`src/rtl/lmet_pkg.sv`:
```
`timescale 1ns / 1ps
// Shared definitions for the label mask extent tracker.
// Operation codes and the packed entry layouts of the column and area stores.
package lmet_pkg;

  localparam logic [1:0] OP_CLEAR    = 2'd0;
  localparam logic [1:0] OP_PIXEL    = 2'd1;
  localparam logic [1:0] OP_READ_COL = 2'd2;
  localparam logic [1:0] OP_READ_BOX = 2'd3;

  // column extent: bottom is exclusive, so it needs one extra bit
  typedef struct packed {
    logic        valid;
    logic [9:0]  top;
    logic [10:0] bottom_excl;
  } col_entry_t;

  // area box; its seen flag lives in flip-flops next to the memory
  typedef struct packed {
    logic [9:0] left;
    logic [9:0] top;
    logic [9:0] right;
    logic [9:0] bottom;
  } box_entry_t;

endpackage

```
`src/rtl/lmet_box_store.sv`:
```
`timescale 1ns / 1ps
// Area box memory with per-entry seen flags in flip-flops and write
// forwarding on the registered read path. Uses lmet_pkg.
module lmet_box_store
  import lmet_pkg::*;
#(
  parameter int DEPTH = 16
) (
  input  logic                     clk,
  input  logic                     rst,
  input  logic                     clear,
  input  logic                     rd_en,
  input  logic [$clog2(DEPTH)-1:0] rd_addr,
  output logic                     rd_valid,
  output box_entry_t               rd_data,
  input  logic                     wr_en,
  input  logic [$clog2(DEPTH)-1:0] wr_addr,
  input  box_entry_t               wr_data
);

  localparam int AW = $clog2(DEPTH);

  box_entry_t mem [DEPTH];
  box_entry_t mem_q;
  logic [AW-1:0] rd_addr_q;
  logic [DEPTH-1:0] seen;

  logic          fwd_valid;
  logic [AW-1:0] fwd_addr;
  box_entry_t    fwd_data;

  always_ff @(posedge clk) begin
    if (wr_en) begin
      mem[wr_addr] <= wr_data;
    end
    if (rd_en) begin
      mem_q     <= mem[rd_addr];
      rd_addr_q <= rd_addr;
    end
  end

  always_ff @(posedge clk) begin
    if (rst || clear) begin
      seen <= '0;
    end else if (wr_en) begin
      seen[wr_addr] <= 1'b1;
    end
  end

  always_ff @(posedge clk) begin
    if (rst) begin
      fwd_valid <= 1'b0;
    end else if (wr_en) begin
      fwd_valid <= 1'b1;
    end
  end

  always_ff @(posedge clk) begin
    if (wr_en) begin
      fwd_addr <= wr_addr;
      fwd_data <= wr_data;
    end
  end

  assign rd_valid = seen[rd_addr_q];
  assign rd_data  = (fwd_valid && fwd_addr == rd_addr_q) ? fwd_data : mem_q;

endmodule

```
`config.mk`:
```
export PLATFORM = sky130hd
export DESIGN_NAME = lmet_box_store
export DESIGN_NICKNAME = d
export VERILOG_FILES = /design/src/rtl/lmet_pkg.sv /design/src/rtl/lmet_box_store.sv
export SDC_FILE = /design/constraint.sdc
export NUM_CORES = 1
export LEC_CHECK = 0
export BUFFER_PORTS_ARGS = -buffer_cell sky130_fd_sc_hd__buf_2
export CORE_ASPECT_RATIO = 0.9
export CORE_UTILIZATION = 50
export CTS_CLUSTER_DIAMETER = 50
export DETAILED_ROUTE_END_ITERATION = 16
export PLACE_DENSITY_LB_ADDON = 0.08
export SYNTH_ARGS = -nofsm -noshare
export SYNTH_HDL_FRONTEND = slang
export SYNTH_SLANG_ARGS = --single-unit
```
`constraint.sdc`:
```
create_clock -name clk -period 5.6 [get_ports clk]
set_clock_uncertainty 0.1 [all_clocks]
set_input_delay 0.28 -clock clk [delete_from_list [all_inputs] [get_ports clk]]
set_output_delay 0.28 -clock clk [all_outputs]
set_load 0.005 [all_outputs]
```
==> impl_results.md, run 1 <==
* Status: finished, violations left
* Failing checks: DRC
* Achievable Freq at 309 MHz
* Final min period at 3.24 ns
* Setup TNS at 0 ns
* MaxCap Viol Count at 0
* Post-synth net total at 1,237
* Cts hold-fix bufs at 47
* Post-synthesis cell count at 1,184
* H-tree levels at 3
* Die area at 57,200 sq um
* Core area at 55,600 sq um
* Global-route wire length before repair at 89,600 um
* Critical path class: flip-flop to primary output
* Post-synthesis sequential area ratio at 0.790
* GRT Util Overall at 0.223
* Initial core utilization at 0.505
* Syn avg cell area at 23.7 sq um
* Reg clk slew, reported paths at 0.06 ns
* Antenna viol nets, final at 0
* Final slew viol count at 0
* Final instance area at 32,400 sq um
* Pwr/cell area at 365 nW/um^2
* Detailed router's first-iteration violation count at 973
* Chip Height at 227 um
* Cts repair resizes at 0
* Synth Flop Type: edfxtp_1
* Worst slew pin tran at 1.16 ns
* Final WS setup at 2.36 ns
* Yosys warns at 0
* Crit Path Max Fanout at 25
* Fillers at 4,079
* Initial antenna violation count at 2
* EDFF count, synth at 728
* Ranking of synthesized cells by area: edfxtp_1 78%, mux4_2 8.3%, mux4_1 5.6%
* RSZ-0062 raised after global routing: no
* DR vias at 12,790
* Global route total overflow at 0
* Worst vdd ir at 0.211 mV
* Crit path launch type: flip-flop
* Buf/Inv on CP at 2
* Cell Area, Synth at 28,100 sq um
* CTS tree: done
* # rows at 82
* Post-DP HPWL at 31,600 um
* Most frequent cells in the layout: 728 x edfxtp_1, 104 x mux4_2, 91 x buf_2, 81 x clkbuf_16, 80 x a22oi_1
* Count of different cell masters after synthesis at 28
* Leak at 0.0106 uW
* CP top delay family: buffers and inverters
* Fin. Hold Viols at 0
* Yosys top cell by area: edfxtp_1
* Die Wd at 252 um
* Avg WL per Cell at 28.2 um
* Place WS at 2.07 ns
* Slowest stage delay, CP at 0.54 ns
* Layout cells sized above 1 at 0.250
* Top-area cell type share of the netlist area at 0.778
* Setup bufs post-CTS at 0
* Synthesis-stage register bit count at 745
* Port bufs at 93
* Nets at 1,431
* Period utilisation layout at 0.578
* Hold crit path type: input port to flip-flop
* DP Area at 29,500 sq um
* Drt via density at 5.84
* Largest net degree at the start of global routing at 113
* Clock Latency Late Sink at 0.61 ns
* DR pass1 iterations at 11
* Critical Path, Cell by Cell: xor2_1 > nor4_4 > buf_4 > mux2_1 > buf_2
* Clock root cell: clkbuf_16
* Top-level port count at 94
* Multi-input logic area at 5610 sq um
* CP Data Required Time at 5.22 ns
* DRC violation count after routing at 2
* GP Congestion at 0.712
* Commonest non-fill, non-tap cell in the layout: edfxtp_1
* Slew Limit Headroom at 0.224
* WP data arrival at 2.86 ns
* Crit. End Element: primary output
* P&R area growth vs syn at 15.2%
* Setup-violating endpoint count in the final report at 0
* Max stage delay cell, worst path: buf_4
* CTS sink cnt at 745
* Routed wire length at 61,700 um
* Reg area at 22,200 sq um
* Inserted Clock Buffers at 79
* Vias in the first global route at 13,088
* Max clock buf depth at 3
* Async S/R FF share, synth at 0
[synthesized netlist by cell type, types with 2 or more instances]
library cell and count:
nor2_1 16, a22oi_1 80, mux4_2 104, buf_2 14, edfxtp_1 728, nand2b_1 2, mux2_1 40, nor2b_1 3
buf_12 11, nand2_1 42, nand3b_1 2, o21a_1 16, buf_4 4, xor2_1 3, nor3_1 4, clkbuf_1 28
mux4_1 60, dfxtp_1 17
[logic make-up (layout without fill, tap and decap cells)]
kind of cell / after synthesis / in the layout / synth area share
AOI/OAI and AO/OA: 98 / 98 / 0.0261
xor gates and xnor gates: 4 / 4 / 0.00125
buffers and inverters: 59 / 309 / 0.0157
DFF: 745 / 745 / 0.790
muxes: 205 / 205 / 0.156
other: 0 / 1 / 0
and+or+nand+nor: 73 / 73 / 0.0113
[cell type report]
cell class | count | share of cell area
antenna | 1 | 0.0000773
clock buffer | 100 | 0.0648
clock inverter | 37 | 0.0100
multi-input combinational | 380 | 0.173
sequential | 745 | 0.686
tap | 756 | 0.0292
timing repair buffer | 172 | 0.0372
[flip-flops by register name, summed over array words and instances (netlist names)]
name and count:
fwd_addr 4, fwd_data 40, fwd_valid 1, mem 640, mem_q 40, rd_addr_q 4
seen 16
[metal layers]
metal	global-route usage	wire [um]	vias to the layer above
met5	0	13	-
met4	0.0504	924	2
met3	0.0425	3370	77
met2	0.355	29500	362
met1	0.325	27900	6841
li1	-	-	5508
[worst register-to-register path: stages (launching register included)]
cell and delay (ns):
edfxtp_1 0.45, mux4_2 0.47, a22oi_1 0.19, nand2_1 0.17
[stage by stage]
| stage | util | power (uW) | std cells | hold slack (ns) |
|---|---|---|---|---|
| after floorplan | - | 6750 | 1184 | 0.252 |
| after global placement | 0.530 | 6990 | 2006 | 0.343 |
| after detailed placement | 0.530 | 7000 | 2006 | 0.350 |
| after CTS | 0.582 | 11900 | 2190 | 0.0396 |
| after global routing | 0.582 | 12200 | 2190 | 0.0426 |
| final | 0.582 | 11800 | 2191 | 0.0354 |
[path summary, 6_finish.rpt]
kind,from,slack (ns),cells after the start,endpoint
hold / removal,rd_addr[1],0.04,1,rd_addr_q[1]
hold reg to reg,seen[10],0.36,1,seen[10]
setup / recovery,rd_addr_q[3],2.36,5,rd_data[17]
setup reg to reg,mem[1][16],3.93,3,mem_q[16]
[power by group]
part           total [uW]  leakage (uW)  internal (uW)  switching [uW]
combinational         578       0.00266            236             342
clock                4920       0.00117           2850            2070
sequential           6320       0.00679           6280            37.7
No activity file was read; power rests on OpenSTA's default activity.
==> inputs of run 2 (changes only) <==
--- a/config.mk
+++ b/config.mk
@@ -5,6 +5,7 @@
 export SDC_FILE = /design/constraint.sdc
 export NUM_CORES = 1
 export LEC_CHECK = 0
+export ABC_AREA = 1
 export BUFFER_PORTS_ARGS = -buffer_cell sky130_fd_sc_hd__buf_2
 export CORE_ASPECT_RATIO = 0.9
 export CORE_UTILIZATION = 50
==> constraint.sdc (replaced) <==
create_clock -name clk -period 2.9 [get_ports clk]
set_clock_uncertainty 0.1 [all_clocks]
set_input_delay 0.145 -clock clk [delete_from_list [all_inputs] [get_ports clk]]
set_output_delay 0.145 -clock clk [all_outputs]
set_load 0.005 [all_outputs]
==> run 2 against run 1 <==
The flow now finishes without violations. Setup slack worse by 2.2 ns. Via count up 61%. Register-to-register slack worse by 2.3 ns. Cell area up 12%. Cell count up 83%. Total power up 110%. Core utilization down 0.16 points. Sequential share of layout area down 7.5 points. Largest power group unchanged. Area after synthesis up 12%. Combinational power rose to 2.7 times the previous value. Count of clock-buffer cells in the layout up 3.
==> impl_results.md, run 2 <==
* Port bufs at 93
* Routed wire length at 79,400 um
* Post-synthesis cell count at 2,954
* Global route total overflow at 0
* Chip Height at 240 um
* Setup-violating endpoint count in the final report at 0
* EDFF count, synth at 728
* Initial core utilization at 0.505
* P&R area growth vs syn at 15.1%
* Top-level port count at 94
* Hold_sp: rd_addr[2]
* DRC violation count after routing at 0
* Drt via density at 5.15
* Final hold slack at 0.0521 ns
* Leak at 0.0154 uW
* Post-synthesis sequential area ratio at 0.703
* Final instance area at 36,400 sq um
* Top-area cell type share of the netlist area at 0.692
* Cell Area, Synth at 31,600 sq um
* Nets at 3,138
* Crit. End Element: primary output
* Synth Flop Type: edfxtp_1
* Crit Path Max Fanout at 40
* Status: finished, final reports clean
* Max reg flops at 640
* Die Wd at 267 um
* Crit path launch type: flip-flop
* DP Area at 33,000 sq um
* Count of different cell masters after synthesis at 21
* Setup bufs post-CTS at 0
* GRT Util Overall at 0.254
* Ranking of synthesized cells by area: edfxtp_1 69%, nand2_1 11%, nand3_1 7.8%
* Synth top cells by count: 957 x nand2_1, 728 x edfxtp_1, 520 x inv_1, 494 x nand3_1, 77 x buf_2
* Post-synth net total at 3,007
* M2 GR Usage at 0.434
* GP Congestion at 0.825
* Post-DP HPWL at 39,800 um
* MaxCap Viol Count at 0
* Pwr/cell area at 677 nW/um^2
* CTS sink cnt at 745
* Synthesis-stage register bit count at 745
* Die area at 64,200 sq um
* Achievable Freq at 362 MHz
* Grt peak-use layer: met2
* Final min period at 2.76 ns
* CP Data Required Time at 2.65 ns
* Initial antenna violation count at 1
* Critical path class: flip-flop to primary output
* Detailed router's first-iteration violation count at 1,644
* Vias in the first global route at 20,098
* Worst slew pin tran at 1.08 ns
* Period utilisation layout at 0.951
* Worst vdd ir at 0.403 mV
* Setup TNS at 0 ns
* Async S/R FF share, synth at 0
* # rows at 87
* Worst R2R Start: mem[15][18]
* DR pass1 iterations at 5
* Commonest non-fill, non-tap cell in the layout: nand2_1
* Global-route wire length before repair at 121,000 um
* Worst R2R Path Depth at 6
* M1 GR Usage at 0.332
* Hold endpoint: mem_q[20]
* Yosys warns at 0
* Clock Latency Late Sink at 0.63 ns
* Most flop-heavy register: mem
* Layout cells sized above 1 at 0.0963
* Hold Path Depth at 4
* Yosys top cell by area: edfxtp_1
* Slew Limit Headroom at 0.280
* WP data arrival at 2.51 ns
* Fillers at 5,174
* Avg WL per Cell at 19.8 um
* Hold crit path type: input port to flip-flop
* Largest regs: mem (640), fwd_data (40), mem_q (40)
* Max clock buf depth at 3
* R2r setup slk at 1.64 ns
* Most frequent cells in the layout: 957 x nand2_1, 728 x edfxtp_1, 509 x inv_1, 493 x nand3_1, 90 x buf_2
* Final slew viol count at 0
* CTS tree: done
* Antenna viol nets, final at 0
* Reg clk slew, reported paths at 0.06 ns
* Largest net degree at the start of global routing at 134
* Total Power at 24,600 uW
* Clock root cell: clkbuf_16
* Inserted Clock Buffers at 85
* DR vias at 20,611
* Syn avg cell area at 10.7 sq um
* Count leader, synth: nand2_1
* Met3 GRT Util at 0.0374
* H-tree levels at 3
* Core area at 62,600 sq um
* Fin. Hold Viols at 0
* RSZ-0062 raised after global routing: no
* Worst reg2reg endpoint: mem_q[18]
* Final Core Density at 0.581
==> run 2: cell types whose count changed after synthesis, moves of 60 or more <==
cell,previous run,this run
nand3_1,1,494
inv_1,0,520
a22oi_1,80,0
mux4_2,104,0
buf_2,14,77
nand2_1,42,957
mux4_1,60,0
==> run 2: what timing repair did <==
item / in CTS / in global routing
hold buffers: 48 / 0
hold endpoints to repair: 701 / 0
endpoints found under the setup margin: 0 / 1
resized for setup: 0 / 1
==> run 2: worst max-delay path by stage <==
stage	to	slack, ns	cells past startpoint	start
detailed placement	rd_data[4]	0.79	8	rd_addr_q[1]
CTS	rd_data[4]	0.1	8	rd_addr_q[1]
floorplan	mem[10][0]	0.10	4	wr_en
global route	rd_data[4]	0.007	7	rd_addr_q[0]
global placement	rd_data[4]	0.81	8	rd_addr_q[1]
finish	rd_data[4]	0.14	7	rd_addr_q[0]
==> run 2: power by group <==
| group | total, uW | leakage, uW | switching (uW) | internal, uW |
|---|---|---|---|---|
| Sequential | 12200 | 0.00678 | 86.9 | 12100 |
| Combinational | 1570 | 0.00726 | 1100 | 464 |
| Clock | 10800 | 0.00139 | 4340 | 6480 |
| Total | 24600 | 0.0154 | 5530 | 19100 |
==> run 2: worst max-delay path, cell delays in order, from the launching register on <==
cell and delay (ns):
edfxtp_1 0.52, nand2_1 0.12, nand2_1 0.09, nor2_4 0.10, buf_4 0.53, nand4_1 0.18
nand2_1 0.17, buf_2 0.14
==> run 2: layer usage <==
layer,vias up,share of wire
met2,512,0.49
met5,-,0
met4,0,0.030
met3,162,0.050
met1,10039,0.43
li1,9898,-
==> run 2: cell type report <==
cell class | count | area (sq um) | share of cell area
flip-flops and latches | 745 | 22200 | 0.611
multi-input cells | 1533 | 6560 | 0.181
clock buffers | 103 | 2260 | 0.0621
inverters | 525 | 1980 | 0.0546
repair buffers | 195 | 1700 | 0.0467
well taps | 845 | 1060 | 0.0291
clock inverters | 56 | 587 | 0.0161
diodes | 1 | 2.50 | 0.0000688
==> run 2: cell families after synthesis <==
kind of cell,count (synthesis),share of synthesized area
xor gates and xnor gates,1,0.000277
buffers and inverters,676,0.0913
DFF,745,0.703
AOI/OAI and AO/OA,11,0.00174
and+or+nand+nor,1521,0.204
==> run 2: per-stage QoR <==
| stage | instances | setup WS (ns) |
|---|---|---|
| finish | 4003 | 0.141 |
| floorplan | 2954 | 0.102 |
| global route | 4003 | 0.00675 |
| global placement | 3795 | 0.813 |
| detailed placement | 3795 | 0.785 |
| CTS | 4002 | 0.0967 |
==> inputs of run 3 (changes only) <==
==> constraint.sdc (replaced) <==
create_clock -name clk -period 2.45 [get_ports clk]
set_clock_uncertainty 0.1 [all_clocks]
set_input_delay 0.1225 -clock clk [delete_from_list [all_inputs] [get_ports clk]]
set_output_delay 0.1225 -clock clk [all_outputs]
set_load 0.005 [all_outputs]
==> run 3 against run 2 <==
The run now ends with setup timing left. Cell area grew 0.92%. Sequential share of layout area shrank 0.56 points. Die area is the same. First-iteration DRC count grew 21%. Critical path depth shrank 2. Worst hold slack gained 0.023 ns. Via count grew 2.0%. Cell count grew 0.52%. Largest power group unchanged.
==> impl_results.md, run 3 (synthesis results as in run 2) <==
* Status: finished, violations left
* Failing checks: setup timing
* R2r setup slk at 1.10 ns
* Final WS setup at -0.0106 ns
* Routed wire length at 84,500 um
* Antenna viol nets, final at 0
* Crit. End Element: primary output
* GP Congestion at 0.817
* Die Wd at 267 um
* Clock root cell: clkbuf_16
* Detailed router's first-iteration violation count at 1,984
* Final slew viol count at 0
* DP Area at 33,200 sq um
* Fin. Hold Viols at 0
* Max clock buf depth at 3
* Inserted Clock Buffers at 83
* DR vias at 21,033
* CTS tree: done
* Commonest non-fill, non-tap cell in the layout: nand2_1
* Initial antenna violation count at 0
* Die area at 64,200 sq um
* Worst R2R Start: mem[15][21]
* Global-route wire length before repair at 123,000 um
* Largest net degree at the start of global routing at 115
* MaxCap Viol Count at 0
* Final min period at 2.46 ns
* Critical path class: flip-flop to primary output
* Avg WL per Cell at 21.0 um
* Core area at 62,600 sq um
* Crit path launch type: flip-flop
* Worst vdd ir at 0.498 mV
* Worst slew pin tran at 0.882 ns
* CP Data Required Time at 2.23 ns
* Clock Latency Late Sink at 0.62 ns
* DRC violation count after routing at 0
* Hold crit path type: input port to flip-flop
* Port bufs at 93
* Setup TNS at -0.0106 ns
* # rows at 87
* WP data arrival at 2.24 ns
* Initial core utilization at 0.505
* Crit Path Max Fanout at 5
* Antenna diodes at 0
* Layout cells sized above 1 at 0.103
* Layout Cells excl Fill at 4,024
* Most frequent cells in the layout: 956 x nand2_1, 728 x edfxtp_1, 509 x inv_1, 493 x nand3_1, 92 x clkbuf_16
* Pwr/cell area at 796 nW/um^2
* Largest regs: mem (640), fwd_data (40), mem_q (40)
* RSZ-0062 raised after global routing: yes
* Place WS at 0.533 ns
* Leak at 0.0156 uW
* DR pass1 iterations at 5
* Chip Height at 240 um
* Placed insts at 3,812
* Period utilisation layout at 1.00
* Global route total overflow at 0
* H-tree levels at 3
* P&R area growth vs syn at 16.2%
* Hold_sp: rd_addr[1]
* Reg clk slew, reported paths at 0.06 ns
* Setup-violating endpoint count in the final report at 1
* GRT Util Overall at 0.261
* Drt via density at 5.23
* Most flop-heavy register: mem
* Worst reg2reg endpoint: mem_q[21]
* Achievable Freq at 406 MHz
* CTS sink cnt at 745
* Vias in the first global route at 20,014
* Post-DP HPWL at 44,200 um
* Max reg flops at 640
* Final instance area at 36,700 sq um
* Worst R2R Path Depth at 6
* Slew Limit Headroom at 0.412
* Hold endpoint: mem_q[22]
* Top-level port count at 94
* Hold Path Depth at 6
* Nets at 3,168
==> run 3: routing by layer <==
layer,GRT usage,up-vias,wire length (um)
li1,-,9943,-
met1,0.353,10279,36300
met2,0.437,663,40900
met3,0.0390,148,4900
met4,0.0772,0,2400
met5,0,-,0
==> run 3: critical path: stages, from the launching register on <==
cell and delay, ns:
edfxtp_1 0.42, xor2_1 0.21, nor2_4 0.25, nand4_1 0.39
nand2_2 0.22, buf_2 0.13
==> run 3: cell type report <==
| class | count | area, sq um |
|---|---|---|
| clock inverter | 50 | 532 |
| clock buffer | 99 | 2270 |
| tap | 845 | 1060 |
| inverter | 525 | 1980 |
| sequential | 745 | 22200 |
| multi-input combinational | 1533 | 6570 |
| timing repair buffer | 227 | 2060 |
| fill | 5273 | 25900 |
==> run 3: worst max-delay path by stage <==
stage            startpoint    endpoint  slack [ns]
6_report       rd_addr_q[2]  rd_data[7]       -0.01
5_1_grt        rd_addr_q[2]  rd_data[7]       -0.10
4_1_cts        rd_addr_q[1]  rd_data[7]       -0.03
3_5_place_dp   rd_addr_q[0]  rd_data[7]        0.53
3_3_place_gp     rd_addr[0]   mem_q[20]        0.56
2_1_floorplan         wr_en  mem[10][0]       -0.33
==> run 3: power by group <==
part	switching, uW	total [uW]	leakage [uW]	internal, uW
sequential	96.1	14500	0.00678	14400
clock	4980	12800	0.00138	7770
combinational	1400	2000	0.00746	605
total	6480	29200	0.0156	22700
==> run 3: repair_timing <==
action	in CTS	in global routing
hold endpoints to repair	751	0
gates resized for setup	2	6
pin swaps	2	1
gates cloned	0	6
hold buffers	50	0
buffers inserted	1	6
endpoints found under the setup margin	29	39
==> run 3: per-stage QoR <==
step / util / hold WS [ns] / power, uW
after floorplan: - / 0.0949 / 15800
after global placement: 0.530 / 0.205 / 16600
after detailed placement: 0.530 / 0.206 / 16600
after CTS: 0.583 / 0.0502 / 29300
after global routing: 0.586 / 0.0976 / 30100
final: 0.586 / 0.0748 / 29200
